### src/design/qct_pkg.sv
// qct_pkg: types, character codes and helpers for the quoted command tokenizer
// used by qct_core, qct_burst, quoted_command_tokenizer and its checker

package qct_pkg;

   // character codes that steer quoting
   localparam logic [7:0] CH_DQUOTE = 8'h22;
   localparam logic [7:0] CH_SQUOTE = 8'h27;
   localparam logic [7:0] CH_BSLASH = 8'h5C;

   // quoting modes (the fourth code is unused and acts as no quote)
   localparam logic [1:0] QM_NONE   = 2'd0;
   localparam logic [1:0] QM_DOUBLE = 2'd1;
   localparam logic [1:0] QM_SINGLE = 2'd2;

   // result kinds
   localparam logic KIND_CHAR   = 1'b0;
   localparam logic KIND_STATUS = 1'b1;

   // most results one input item can cause
   localparam int MaxResults = 3;

   // one result item
   typedef struct packed {
      logic       kind;
      logic [7:0] char_out;
      logic       arg_last;
      logic       is_command;
      logic       unterminated;
      logic       last;
   } result_type;

   // all results of one input item, with their count
   typedef struct packed {
      result_type [MaxResults-1:0] res;
      logic [1:0]                  count;
   } bundle_type;

   // whitespace: tab through carriage return, space, next line, no-break space
   function automatic logic is_ws(input logic [7:0] c);
      return (c >= 8'h09 && c <= 8'h0D) || c == 8'h20 || c == 8'h85 || c == 8'hA0;
   endfunction

endpackage

### src/design/quoted_command_tokenizer.sv
// quoted_command_tokenizer: top level of the shell-style argument tokenizer
// depends on qct_pkg, qct_core and qct_burst
//
//   channel   direction  ports
//   req_      in         req_valid req_ready req_char_in req_line_end
//   rsp_      out        rsp_valid rsp_ready rsp_kind rsp_char_out rsp_arg_last
//                        rsp_is_command rsp_unterminated rsp_last
//
// one character item is accepted per cycle while the burst register can load; its
// 0 to 3 results sit in the burst register and leave one per cycle while rsp_ready
// is high; the next item is taken in the cycle the last waiting result is taken
// req_ready drops while two or more results wait or a lone one is stalled
// synchronous reset empties the burst register and restores the tokenizer state

module quoted_command_tokenizer (
   input  logic       clock,
   input  logic       reset,
   input  logic       req_valid,
   output logic       req_ready,
   input  logic [7:0] req_char_in,
   input  logic       req_line_end,
   output logic       rsp_valid,
   input  logic       rsp_ready,
   output logic       rsp_kind,
   output logic [7:0] rsp_char_out,
   output logic       rsp_arg_last,
   output logic       rsp_is_command,
   output logic       rsp_unterminated,
   output logic       rsp_last
);

   qct_pkg::bundle_type bundle;
   qct_pkg::result_type out_res;
   logic                can_load;
   logic                step;
   logic                pop;

   assign pop       = rsp_valid && rsp_ready;
   assign req_ready = can_load;
   assign step      = req_valid && can_load;

   // tokenizer state and step logic
   qct_core u_core (
      .clock    (clock),
      .reset    (reset),
      .step     (step),
      .char_in  (req_char_in),
      .line_end (req_line_end),
      .bundle   (bundle)
   );

   // result register
   qct_burst u_burst (
      .clock     (clock),
      .reset     (reset),
      .load      (step),
      .bundle    (bundle),
      .pop       (pop),
      .can_load  (can_load),
      .out_valid (rsp_valid),
      .out_res   (out_res)
   );

   assign rsp_kind         = out_res.kind;
   assign rsp_char_out     = out_res.char_out;
   assign rsp_arg_last     = out_res.arg_last;
   assign rsp_is_command   = out_res.is_command;
   assign rsp_unterminated = out_res.unterminated;
   assign rsp_last         = out_res.last;

endmodule

### src/design/qct_core.sv
// qct_core: tokenizer state and the single-pass step for one character item
// depends on qct_pkg

module qct_core (
   input  logic               clock,
   input  logic               reset,
   input  logic               step,
   input  logic [7:0]         char_in,
   input  logic               line_end,
   output qct_pkg::bundle_type bundle
);

   logic [1:0] quote_mode_ff, quote_mode_in;
   logic       prev_bs_ff, prev_bs_in;
   logic       held_valid_ff, held_valid_in;
   logic [7:0] held_char_ff, held_char_in;
   logic       first_arg_ff, first_arg_in;

   // state update on each accepted item
   always_ff @(posedge clock) begin
      if (reset) begin
         quote_mode_ff <= qct_pkg::QM_NONE;
         prev_bs_ff    <= 1'b0;
         held_valid_ff <= 1'b0;
         held_char_ff  <= 8'h00;
         first_arg_ff  <= 1'b1;
      end else if (step) begin
         quote_mode_ff <= quote_mode_in;
         prev_bs_ff    <= prev_bs_in;
         held_valid_ff <= held_valid_in;
         held_char_ff  <= held_char_in;
         first_arg_ff  <= first_arg_in;
      end
   end

   // step logic: classify the character, release held text, close the line
   always_comb begin
      logic       ws;
      logic       is_quote;
      logic       dq;
      logic       in_quote;
      logic       do_append;
      logic [1:0] n;
      qct_pkg::result_type [qct_pkg::MaxResults-1:0] res;

      ws            = qct_pkg::is_ws(char_in);
      is_quote      = (char_in == qct_pkg::CH_DQUOTE) || (char_in == qct_pkg::CH_SQUOTE);
      dq            = (char_in == qct_pkg::CH_DQUOTE);
      in_quote      = (quote_mode_ff == qct_pkg::QM_DOUBLE) ||
                      (quote_mode_ff == qct_pkg::QM_SINGLE);
      do_append     = 1'b0;
      n             = 2'd0;
      res           = '0;
      quote_mode_in = quote_mode_ff;
      held_valid_in = held_valid_ff;
      held_char_in  = held_char_ff;
      first_arg_in  = first_arg_ff;

      // character handling
      priority if (ws) begin
         if (in_quote) begin
            do_append = 1'b1;
         end else if (held_valid_ff) begin
            res[n] = '{qct_pkg::KIND_CHAR, held_char_ff, 1'b1, first_arg_ff, 1'b0, 1'b0};
            n             = n + 2'd1;
            held_valid_in = 1'b0;
            first_arg_in  = 1'b0;
         end
      end else if (is_quote && !prev_bs_ff) begin
         priority if (quote_mode_ff == qct_pkg::QM_DOUBLE) begin
            if (dq) quote_mode_in = qct_pkg::QM_NONE;
            else    do_append = 1'b1;
         end else if (quote_mode_ff == qct_pkg::QM_SINGLE) begin
            if (dq) do_append = 1'b1;
            else    quote_mode_in = qct_pkg::QM_NONE;
         end else begin
            quote_mode_in = dq ? qct_pkg::QM_DOUBLE : qct_pkg::QM_SINGLE;
         end
      end else if (is_quote && held_valid_ff) begin
         // escaped quote takes the place of the held backslash
         held_char_in = char_in;
      end else begin
         do_append = 1'b1;
      end

      // ordinary character: release the held one, hold this one
      if (do_append) begin
         if (held_valid_ff) begin
            res[n] = '{qct_pkg::KIND_CHAR, held_char_ff, 1'b0, first_arg_ff, 1'b0, 1'b0};
            n = n + 2'd1;
         end
         held_char_in  = char_in;
         held_valid_in = 1'b1;
      end

      prev_bs_in = (char_in == qct_pkg::CH_BSLASH);

      // end of line: flush, or report an open quote with text pending, then back to reset state
      if (line_end) begin
         if (held_valid_in && ((quote_mode_in == qct_pkg::QM_DOUBLE) ||
                               (quote_mode_in == qct_pkg::QM_SINGLE))) begin
            res[n] = '{qct_pkg::KIND_STATUS, 8'h00, 1'b0, 1'b0, 1'b1, 1'b0};
            n = n + 2'd1;
         end else begin
            if (held_valid_in) begin
               res[n] = '{qct_pkg::KIND_CHAR, held_char_in, 1'b1, first_arg_in, 1'b0, 1'b0};
               n = n + 2'd1;
            end
            res[n] = '{qct_pkg::KIND_STATUS, 8'h00, 1'b0, 1'b0, 1'b0, 1'b0};
            n = n + 2'd1;
         end
         quote_mode_in = qct_pkg::QM_NONE;
         prev_bs_in    = 1'b0;
         held_valid_in = 1'b0;
         held_char_in  = 8'h00;
         first_arg_in  = 1'b1;
      end

      // mark the final result of this item
      if (n != 2'd0) begin
         res[n - 2'd1].last = 1'b1;
      end

      bundle.res   = res;
      bundle.count = n;
   end

endmodule

### src/design/qct_burst.sv
// qct_burst: result register holding up to three results of one item
// depends on qct_pkg; drains one result per accepted output handshake

module qct_burst (
   input  logic                clock,
   input  logic                reset,
   input  logic                load,
   input  qct_pkg::bundle_type bundle,
   input  logic                pop,
   output logic                can_load,
   output logic                out_valid,
   output qct_pkg::result_type out_res
);

   qct_pkg::result_type [qct_pkg::MaxResults-1:0] slot_ff;
   logic [1:0] count_ff;

   // count of waiting results
   always_ff @(posedge clock) begin
      if (reset) begin
         count_ff <= 2'd0;
      end else if (load) begin
         count_ff <= bundle.count;
      end else if (pop) begin
         count_ff <= count_ff - 2'd1;
      end
   end

   // result slots, shifted toward slot 0 as they go out
   always_ff @(posedge clock) begin
      if (load) begin
         slot_ff <= bundle.res;
      end else if (pop) begin
         slot_ff[0] <= slot_ff[1];
         slot_ff[1] <= slot_ff[2];
      end
   end

   // a new item may load once the buffer is empty or emptying now
   assign can_load  = (count_ff == 2'd0) || (count_ff == 2'd1 && pop);
   assign out_valid = (count_ff != 2'd0);
   assign out_res   = slot_ff[0];

endmodule

### config.mk
export PLATFORM = sky130hd
export DESIGN_NAME = quoted_command_tokenizer
export DESIGN_NICKNAME = d
export VERILOG_FILES = /design/src/design/qct_pkg.sv /design/src/design/quoted_command_tokenizer.sv /design/src/design/qct_core.sv /design/src/design/qct_burst.sv
export SDC_FILE = /design/constraint.sdc
export NUM_CORES = 1
export LEC_CHECK = 0
export BUFFER_PORTS_ARGS = -buffer_cell sky130_fd_sc_hd__buf_4
export CAP_MARGIN = 10
export CORE_AREA = 2 2 81 83
export DETAILED_ROUTE_END_ITERATION = 8
export DIE_AREA = 0 0 83 85
export GPL_TIMING_DRIVEN = 1
export HOLD_SLACK_MARGIN = 0.03
export PLACE_DENSITY = 0.84
export SETUP_SLACK_MARGIN = 0.05
export SLEW_MARGIN = 10
export SYNTH_ARGS = -nofsm -noshare
export SYNTH_HDL_FRONTEND = slang
export SYNTH_SLANG_ARGS = --single-unit
### constraint.sdc
create_clock -name clock -period 3.1 [get_ports clock]
set_clock_uncertainty 0.05 [all_clocks]
set_input_delay 0.62 -clock clock [delete_from_list [all_inputs] [get_ports clock]]
set_output_delay 0.62 -clock clock [all_outputs]
set_load 0.01 [all_outputs]
# [Word-level counts from Yosys, hierarchy flattened]
# Cells that the tools add are included.
[classes] magnitude_cmp=10 n_div=0 addsub=5 bitwise_logic=6 multipliers=0 n_reduce_logical=23 mux=66 shifts=0 n_eq_ne=11
[ops] op="$mux W39" n=8
[ops] op="$bwmux W39" n=3
[ops] op="$demux W13 S2" n=4
[ops] op="$mux W13" n=5
[ops] op="$mux W26" n=2
[ops] op="$mux W8" n=5
[ops] op="$mux W2" n=19
[ops] op="$and A36 B36 Y36" n=1
[ops] op="$not A36 Y36" n=1
[ops] op="$and A33 B33 Y33" n=1
[ops] op="$not A33 Y33" n=1
[ops] op="$eq A8 B6 Y1 const B" n=3
[ops] op="$mux W1" n=19
[ops] op="$eq A8 B8 Y1 const B" n=2
[ops] op="$lt A2 B3 Y1 const B" n=4
[ops] op="$mux W12" n=1
[ops] op="$logic_and A1 B1 Y1" n=11
[ops] op="$eq A8 B7 Y1 const B" n=1
[ops] op="$ge A2 B1 Y1 const B" n=4
[ops] op="$ge A8 B4 Y1 const B" n=1
[ops] op="$le A8 B4 Y1 const B" n=1
[ops] op="$logic_or A1 B1 Y1" n=7
[ops] op="$add A2 B1 Y2 const B" n=3
[ops] op="$eq A2 B1 Y1 const B" n=3
[ops] op="7 further kinds" n=11
[word_totals] input_bits=13 memories=0 mem_bits_rw=0 latch_bits=0 rom_bits=0 register_bits=54 out_inout_bits=15

# [Logic depth before layout (Yosys ltp)]
# Gate-level depths: netlist (run 1).
[depth] ltp_word=24 ltp_mapped=14 depth_no_buf=13

# [Hierarchy]
# From an unflattened synthesis (run 1), not the netlist that was laid out.
[hier_totals] hier_cells=329 area_unflattened_um2=3345.7
[modules_own_cells] module="qct_burst" area_each_um2=1750.4 cells_per_inst=99 instances=1
[modules_own_cells] module="qct_core" area_each_um2=1582.8 cells_per_inst=228 instances=1
[modules_own_cells] module="quoted_command_tokenizer" area_each_um2=12.5 cells_per_inst=2 instances=1

# [Worst setup path after synthesis (run 1)]
# OpenSTA, ideal clock, no wires.
[synth_timing] kind="flip-flop to flip-flop" start="reg u_core.quote_mode_ff[1]" end="reg u_burst.slot_ff, in the netlist u_burst.out_res[12] (data pin)" stages_incl_launch_ff=15 t_arrival_ps=2775 setup_ps=255 required_ps=2795 slack_ps=20 n_path_buf=1 path_cell_list="dfxtp_1 -> inv_1 -> ha_1 -> or3b_2 -> a21oi_1 -> o31a_1 -> buf_4 -> ha_1 -> nor2_1 -> inv_1 -> ha_1 -> inv_1 -> o31ai_1 -> a311o_1 -> o21a_1"
[synth_via] elab_chain_len=21
[synth_rtl] element="start, declared" line_no="qct_core.sv:13" text="logic [1:0] quote_mode_ff, quote_mode_in;"
[synth_rtl] element="start signal, assigned" line_no="qct_core.sv:22" text="quote_mode_ff <= qct_pkg::QM_NONE;"
[synth_rtl] element="start signal, assigned" line_no="qct_core.sv:28" text="quote_mode_ff <= quote_mode_in;"
[synth_rtl] element="$eq A2 B1 Y1 / $eq A2 B2 Y1 (equally long branches)"
[synth_rtl] element="$logic_or A1 B1 Y1" line_no="qct_core.sv:49" text="in_quote = (quote_mode_ff == qct_pkg::QM_DOUBLE) ||"
[synth_rtl] element="$mux W2" line_no="qct_core.sv:61" text="if (in_quote) begin"
[synth_rtl] element="$mux W2" line_no="qct_core.sv:60" text="priority if (ws) begin"
[synth_rtl] element="$add A2 B1 Y2 (tied with other cells)" line_no="qct_core.sv:90" text="n = n + 2'd1;"
[synth_rtl] element="$mux W2 / $logic_and A1 B1 Y1 (equally long branches)" line_no="qct_core.sv:88, qct_core.sv:89"
[synth_rtl] element="$mux W2 / $mux W13 (equally long branches)" line_no="qct_core.sv:87, qct_core.sv:89"
[synth_rtl] element="$add A2 B1 Y2 (tied with other cells)" line_no="qct_core.sv:103, qct_core.sv:107"
[synth_rtl] element="(+5 left out)"
[synth_rtl] element="$mux W13 (implied by the code) / $mux W39 (equally long branches)" line_no="qct_core.sv:109, qct_core.sv:100"
[synth_rtl] element="$demux W13 S2 / $mux W39 (equally long branches)"
[synth_rtl] element="$or A3 B3 Y3 (no source line)"
[synth_rtl] element="$mux W39" line_no="qct_core.sv:100" text="if (held_valid_in && ((quote_mode_in == qct_pkg::QM_DOUBLE) ||"
[synth_rtl] element="$mux W39" line_no="qct_core.sv:99" text="if (line_end) begin"
[synth_rtl] element="$bwmux W39" line_no="qct_core.sv:121" text="res[n - 2'd1].last = 1'b1;"
[synth_rtl] element="$mux W39 (*)" line_no="qct_core.sv:120" text="if (n != 2'd0) begin"
[synth_rtl] element="$mux W26 (*)" line_no="qct_burst.sv:31" text="if (load) begin"
[synth_rtl] element="end signal, assigned" line_no="qct_burst.sv:32" text="slot_ff <= bundle.res;"
[synth_rtl] element="end, declared" line_no="qct_burst.sv:15" text="qct_pkg::result_type [qct_pkg::MaxResults-1:0] slot_ff;"
# Every way passes the cells marked *; elsewhere a longest branch is shown, timed or not. The select of a mux whose other input is x is not followed.
# A chain may end at the register's enable or synchronous reset.

# [Worst setup path after layout (run 1)]
[layout_timing] start="reg u_core.quote_mode_ff[0]" end="reg u_burst.slot_ff[21] in the netlist's numbering (data pin)"
[layout_via] elab_chain_len=22
[layout_rtl] element="$eq A2 B1 Y1 / $eq A2 B2 Y1 (equally long branches)"
[layout_rtl] element="$logic_or A1 B1 Y1" line_no="qct_core.sv:49"
[layout_rtl] element="$mux W2" line_no="qct_core.sv:61"
[layout_rtl] element="$mux W2" line_no="qct_core.sv:60"
[layout_rtl] element="$add A2 B1 Y2" line_no="qct_core.sv:90"
[layout_rtl] element="$mux W2" line_no="qct_core.sv:88" text="if (held_valid_ff) begin"
[layout_rtl] element="$mux W2" line_no="qct_core.sv:87" text="if (do_append) begin"
[layout_rtl] element="$add A2 B1 Y2" line_no="qct_core.sv:103, qct_core.sv:107"
[layout_rtl] element="(+6 left out)"
[layout_rtl] element="$demux W13 S2"
[layout_rtl] element="$not A36 Y36 (no source line)"
[layout_rtl] element="$and A36 B36 Y36 (no source line)"
[layout_rtl] element="$mux W39" line_no="qct_core.sv:100"
[layout_rtl] element="$mux W39" line_no="qct_core.sv:99"
[layout_rtl] element="$bwmux W39" line_no="qct_core.sv:121"
[layout_rtl] element="$mux W39 (*)" line_no="qct_core.sv:120"
[layout_rtl] element="$mux W26 (*)" line_no="qct_burst.sv:31"
# Marks and branches as above.

==> reports/metrics.cfg, run 1 <==
[sta]
timing.fmax_mhz=334
timing.final.crit_share_pct=96.6
report.final.setup_viol=0
max_slew_margin_pct=57.9
slew_viol_final=0
hold_slack_ps=432
final_hold_viol_count=0
unrepaired_setup_endpoints_after_global_routing=false
actual_transition_at_the_worst_max_transition_pin_ps=632
tns_ps=0
finalCriticalPeriod_ps=2990

[worst_setup_path]
path_class=reg2reg
start_kind=register
capturing_element_type_of_the_critical_path=register
reg2reg_slack_ps=110
r2r_start=u_core.quote_mode_ff[0]
critical_path_required_ps=3170
worst-endpoint-arrival_ps=3070
critical_path.max_fanout=8
worst_r2r_endpoint=u_burst.slot_ff[21]
count_of_cells_along_the_worst_register_to_register_path=11

[job]
max-cap-violations=0

[grt]
pin_count_of_the_biggest_net_entering_global_routing=32
number_of_global_route_vias_before_repair=2807
antenna_found_initial=0
grt.overflow.total=0
globalRouteTotalUtil_pct=25.5
grt_first_pass_wirelength_mm=14.2

[synthesis]
seq_area_frac_synth_pct=45.2
netlist.area_leader.share_pct=36.0
mappedNetlistArea_mm2=0.00326
ys_top_cells_by_area=edfxtp_1 (36%), dfxtp_1 (9.2%), nand2_1 (4.7%)
synth_largest_area_cell=edfxtp_1
postSynthAreaPerCell_um2=9.61
synth_warnings=0
number_of_synthesized_flops_with_an_enable_pin=39
synth_cell_type_count=68
yosys_most_used_dff=edfxtp_1
ys_seq_elements=54
yosys.cell_count.top_type=nand2_1
asyncSetResetFlopFracSynth_pct=0
syn_inst=339
yosys-top-cells-count=nand2_1 (41), edfxtp_1 (39), nor2_1 (28)

[die]
die-area_mm2=0.00706
boundary_pins=28
initial_core_utilization_pct=52.5
die_w_um=83
core_region_area_mm2=0.00620
std_cell_rows=29
die_y_um=85

[cells_and_area]
fillcell_total=498
fin_nets=423
post_route_cells_drive_above_1_share_pct=28.7
flow.area_growth_from_synthesis_pct=22.6
num_antenna_cells=0

[hold_path]
timing.hold.worst.start=u_core.held_char_ff[0]
hold_path_depth=2
min_to=u_core.held_char_ff[0]
timing.hold.worst.class=reg2reg

[clock_network]
worst_setup_hold_path_clk_slew_ps=100
hold_buffers=0
clock_path_buffers=2
cts_tree=yes
later_pin_clock_latency_in_the_skew_report_ps=310
cts_buffers=5
numClockSinks=54
cts-root-buf=clkbuf_8
cts_htree_levels=2

[drt]
vias_per_cell=6.14
drt-pass1-iter-count=5
drc_errors=0
antenna_violating_nets_post_route=0
vias=2936
route.final.wire_length_mm=8.88
wl_per_cell_um=18.6
drt-initial-drc-count=391

[pwr]
leakagePower_nw=1.56
vdd_ir_drop_max_mv=0.357
power.density_mw_per_mm2=538

[place]
dp_hpwl_mm=6.51
placement.io_buffers=27
place.gp.congestion=0.995

[run_status]
status=complete, no violations

worst max-delay path, cell delays in order (launching register included):
cell and delay (ps):
dfxtp_4 380, inv_1 60, ha_2 170, or3b_2 450, a21oi_2 150, o31a_1 220
ha_4 230, buf_4 150, a21oi_1 200, o2111ai_1 240, buf_4 250, o21ai_1 260
cell type report:
cell class                      count  area (um2)  share of cell area [%]
Multi-Input combinational cell    246        1670                    41.7
Sequential cell                    54        1480                    37.0
Tap cell                           77        96.3                    2.41
Inverter                           14        52.6                    1.32
Clock inverter                      2        37.5                   0.940
Clock buffer                        6        72.6                    1.82
Timing Repair Buffer               79         593                    14.8
worst max-delay path by stage:
stage                            start                   to  slack (ps)  cells past startpoint
2_1_floorplan           req_char_in[2]  u_burst.out_res[10]          70                     13
3_3_place_gp            req_char_in[2]  u_burst.slot_ff[21]         -60                     10
3_5_place_dp            req_char_in[2]  u_burst.slot_ff[21]        -120                     10
4_1_cts        u_core.quote_mode_ff[1]   u_burst.out_res[3]          50                     13
5_1_grt        u_core.quote_mode_ff[0]   u_burst.out_res[5]           9                     14
6_report       u_core.quote_mode_ff[0]  u_burst.slot_ff[21]         110                     11
sequential cells by signal (all words and copies together) (netlist names):
| register | flops |
|---|---|
| u_burst.slot_ff | 26 |
| u_burst.out_res | 13 |
| u_core.held_char_ff | 8 |
| u_burst.count_ff | 2 |
| u_core.quote_mode_ff | 2 |
| u_core.first_arg_ff | 1 |
| u_core.held_valid_ff | 1 |
| u_core.prev_bs_ff | 1 |
per-layer routing:
layer  wire length, um  share of wire (%)  global-route usage [%]  up-vias
li1                  -                  -                       -     1378
met1              3740                 42                    33.4     1392
met2              4170                 47                    41.1      133
met3               591                6.7                    4.38       33
met4               382                4.3                    12.4        0
met5                 0                  0                       0        -
logic make-up after synthesis:
group / Yosys count / share of synthesized area [%]
simple gates: 113 / 17.5
fa+ha+maj: 10 / 3.84
mux: 8 / 2.46
other cells: 2 / 0.231
compound gates: 107 / 23.2
buf+inv: 41 / 6.49
xor+xnor: 4 / 1.08
flops: 54 / 45.2
through the flow:
step                      total power (W)  setup slack [ps]  instances  util (%)  instance area (um2)
after global routing              0.00225              9.13        478      64.4                 3990
after CTS                         0.00212              50.2        477      63.0                 3910
final                             0.00215               107        478      64.4                 3990
after detailed placement          0.00165              -120        469      61.2                 3800
after floorplan                   0.00141              65.0        341         -                 3270
after global placement            0.00163             -55.9        469      61.2                 3800
placed cells by master (no fill, tap or decap), drive strengths merged, types with 3 or more instances in the layout:
master,count
o31ai,3
ha,10
inv,14
nor4,8
nand2b,5
o32ai,4
a32o,4
a211oi,6
o211ai,5
buf,79
clkbuf,6
nand3,5
dfxtp,15
xnor2,3
edfxtp,39
and3,4
a21oi,26
mux2i,8
nor2b,4
conb,4
nor3,4
nor2,29
o21ai,26
nand2,42
a221o,3
repair_timing:
action	in CTS	in global routing
gates resized for setup	1	19
pin swaps	0	8
setup endpoints to repair	1	15
cloned	0	0
setup buffers	0	1
report_power, final:
part           internal, W  leakage, nW  switching (W)
sequential        0.000960        0.514      0.0000528
clock             0.000241       0.0514       0.000236
combinational     0.000284        0.999       0.000374
total              0.00149         1.56       0.000663
Note: power is estimated with default switching activity, not from simulation.
==> inputs of run 2 (changes only) <==
--- a/config.mk
+++ b/config.mk
@@ -7,5 +7,4 @@
 export LEC_CHECK = 0
 export BUFFER_PORTS_ARGS = -buffer_cell sky130_fd_sc_hd__buf_4
-export CAP_MARGIN = 10
 export CORE_AREA = 2 2 81 83
 export DETAILED_ROUTE_END_ITERATION = 8
==> constraint.sdc (replaced) <==
create_clock -name clock -period 3.1 [get_ports clock]
set_clock_uncertainty 0.05 [all_clocks]
set_input_delay 0.155 -clock clock [delete_from_list [all_inputs] [get_ports clock]]
set_output_delay 0.155 -clock clock [all_outputs]
set_load 0.01 [all_outputs]
==> run 2 against run 1 <==
- flip-flop and latch count did not move
- utilization fell by 2.5 points
- non-clock buffer count fell by 25
- die area did not move
- maximum frequency rose by 1.0%
- worst setup slack improved by 30 ps
- register-to-register slack improved by 30 ps
- cell count fell by 5.2%
- hold slack got worse by 350 ps
- critical path depth rose by 3
- critical endpoint is now u_burst.out_res[12]
- largest cell class unchanged
- largest power group unchanged
==> reports/metrics.cfg, run 2 (synthesized netlist as in run 1, its figures left out) <==
[run_status]
status=complete, no violations

[place]
placement.io_buffers=27  ; unchanged
dp_hpwl_mm=6.14  ; -5.8%
place.gp.congestion=0.942  ; -5.4%
placement.setup.worst_slack_ps=34.9  ; +155 ps

[cells_and_area]
mostFrequentLayoutCells=buf_4 (53), nand2_1 (41), edfxtp_1 (39)
fin_nets=398  ; -5.9%
num_antenna_cells=0  ; unchanged
top_register=u_burst.slot_ff
final_util_pct=61.9  ; -2.5 points
post_route_cells_drive_above_1_share_pct=24.2  ; -4.5 points
flow.area_growth_from_synthesis_pct=17.9
layout.cells.most_common=buf_4
flip_flop_count_of_the_largest_register_all_copies_and_words_added=26  ; unchanged

[hold_path]
timing.hold.worst.class=in2reg
hold_path_depth=3  ; +1

[pwr]
leakagePower_nw=1.46  ; -6.9%
vdd_ir_drop_max_mv=0.430  ; +20%
power.density_mw_per_mm2=549  ; +2.1%
swShare_pct=30.9  ; about the same
p_comb_share_pct=29.7  ; -0.9 points
p_seq_share_pct=48.2  ; +1.1 points
p_int_w=0.00146  ; -1.9%
total_switching_power_w=0.000651  ; -1.8%
power.share.clock_pct=22.0  ; -0.2 points

[die]
initial_core_utilization_pct=52.5  ; unchanged
die_w_um=83  ; unchanged
die_y_um=85  ; unchanged
core_region_area_mm2=0.00620  ; unchanged
boundary_pins=28  ; unchanged
die-area_mm2=0.00706  ; unchanged
std_cell_rows=29  ; unchanged

[drt]
drt-pass1-iter-count=5  ; unchanged
dr_wl_met3_um=787  ; +33%
wl_met1_mm=3.22  ; -14%
vias=2945  ; +0.31%
wl_per_cell_um=19.4  ; +4.6%
drt-initial-drc-count=360  ; -7.9%
drc_errors=0  ; unchanged
vias_per_cell=6.50  ; +5.8%
routed.top_layer=met4
antenna_violating_nets_post_route=0  ; unchanged
route.final.wire_length_mm=8.80  ; -0.87%
detailroute.wirelength.met2_mm=4.40  ; +5.6%

[grt]
globalRouteTotalUtil_pct=24.6  ; -0.82 points
grt.overflow.total=0  ; unchanged
pin_count_of_the_biggest_net_entering_global_routing=33  ; +3.1%
number_of_global_route_vias_before_repair=2784  ; -0.82%
grt_first_pass_wirelength_mm=13.9  ; -2.5%
antenna_found_initial=0  ; unchanged

[sta]
actual_transition_at_the_worst_max_transition_pin_ps=804  ; +172 ps
fin_ws_ps=136  ; +29.9 ps
tns_ps=0  ; unchanged
report.final.setup_viol=0  ; unchanged
unrepaired_setup_endpoints_after_global_routing=false
timing.final.crit_share_pct=95.6  ; -0.96 points
final_hold_viol_count=0  ; unchanged
timing.fmax_mhz=337  ; +1.0%
max_slew_margin_pct=46.2  ; -12 points
finalCriticalPeriod_ps=2960  ; -29.9 ps
slew_viol_final=0  ; unchanged

[worst_setup_path]
worst-endpoint-arrival_ps=2980  ; -90 ps
path_class=reg2reg
start_kind=register
critical_path_required_ps=3120  ; -50 ps
capturing_element_type_of_the_critical_path=register
critical_path.max_fanout=4  ; -4
count_of_cells_along_the_worst_register_to_register_path=14  ; +3

[clock_network]
cts_htree_levels=2  ; unchanged
clock_path_buffers=2  ; unchanged
cts-root-buf=clkbuf_8
cts_buffers=5  ; unchanged
numClockSinks=54  ; unchanged
worst_setup_hold_path_clk_slew_ps=100  ; about the same
later_pin_clock_latency_in_the_skew_report_ps=310  ; about the same
cts_tree=yes

[job]
max-cap-violations=0  ; unchanged

## run 2: changes by cell type in the layout (fill, tap and decap cells not counted), moves of 2 or more
cell     change
o21ai_0      +2
buf_4       -26
o21ai_1      -2
a21oi_2      +2
nor4_2       -2
a21oi_1      -2
## run 2: worst paths after layout
kind                                 end                     from  slack, ps
setup / recovery     u_burst.out_res[12]  u_core.quote_mode_ff[0]        140
hold / removal    u_core.held_char_ff[4]           req_char_in[4]         80
setup reg to reg     u_burst.out_res[12]  u_core.quote_mode_ff[0]        140
hold reg to reg   u_core.held_char_ff[0]   u_core.held_char_ff[0]        440
## run 2: final cells by class
| cell class | count | area (um2) |
|---|---|---|
| clock buffer | 7 | 76.3 |
| clock inverter | 1 | 30.0 |
| fill | 514 | 2370 |
| inverter | 14 | 52.6 |
| multi-input combinational | 246 | 1700 |
| sequential | 54 | 1480 |
| tap | 77 | 96.3 |
| timing repair buffer | 54 | 409 |
## run 2: metrics by stage
stage / instance area, um2 / std cells / hold slack, ps / power, W
after floorplan: 3270 / 341 / 174 / 0.00141
final: 3840 / 453 / 80.7 / 0.00211
after CTS: 3690 / 448 / 81.2 / 0.00207
after global placement: 3580 / 440 / 408 / 0.00158
after global routing: 3840 / 453 / 88.8 / 0.00221
after detailed placement: 3580 / 440 / 415 / 0.00161
## run 2: critical path, cell delays in order (launching register included)
cell	delay, ps
dfxtp_4	360
inv_1	50
ha_1	160
or3b_4	380
a21oi_2	120
o31a_1	180
buf_4	140
ha_4	210
nor2_4	130
inv_1	70
ha_2	180
inv_2	90
o31ai_2	80
a311o_1	390
o21a_1	120
## run 2: timing repair
item / in CTS / in global routing
endpoints found under the setup margin: 5 / 24
hold buffers: 0 / 0
pin swaps: 3 / 10
gates resized for setup: 2 / 23
setup buffers: 0 / 5
## run 2: layer usage
metal | vias up | global-route usage (%)
met5 | - | 0
met3 | 49 | 3.79
met1 | 1392 | 31.5
met4 | 0 | 10.3
li1 | 1323 | -
met2 | 181 | 41.9
## run 2: power by group through the flow
stage	Combinational [W]	Clock, W	Sequential [W]
finish	0.000627	0.000464	0.00102
global route	0.000680	0.000501	0.00103
CTS	0.000583	0.000471	0.00102
detailed placement	0.000576	0	0.00103
global placement	0.000558	0	0.00102
floorplan	0.000389	0	0.00102
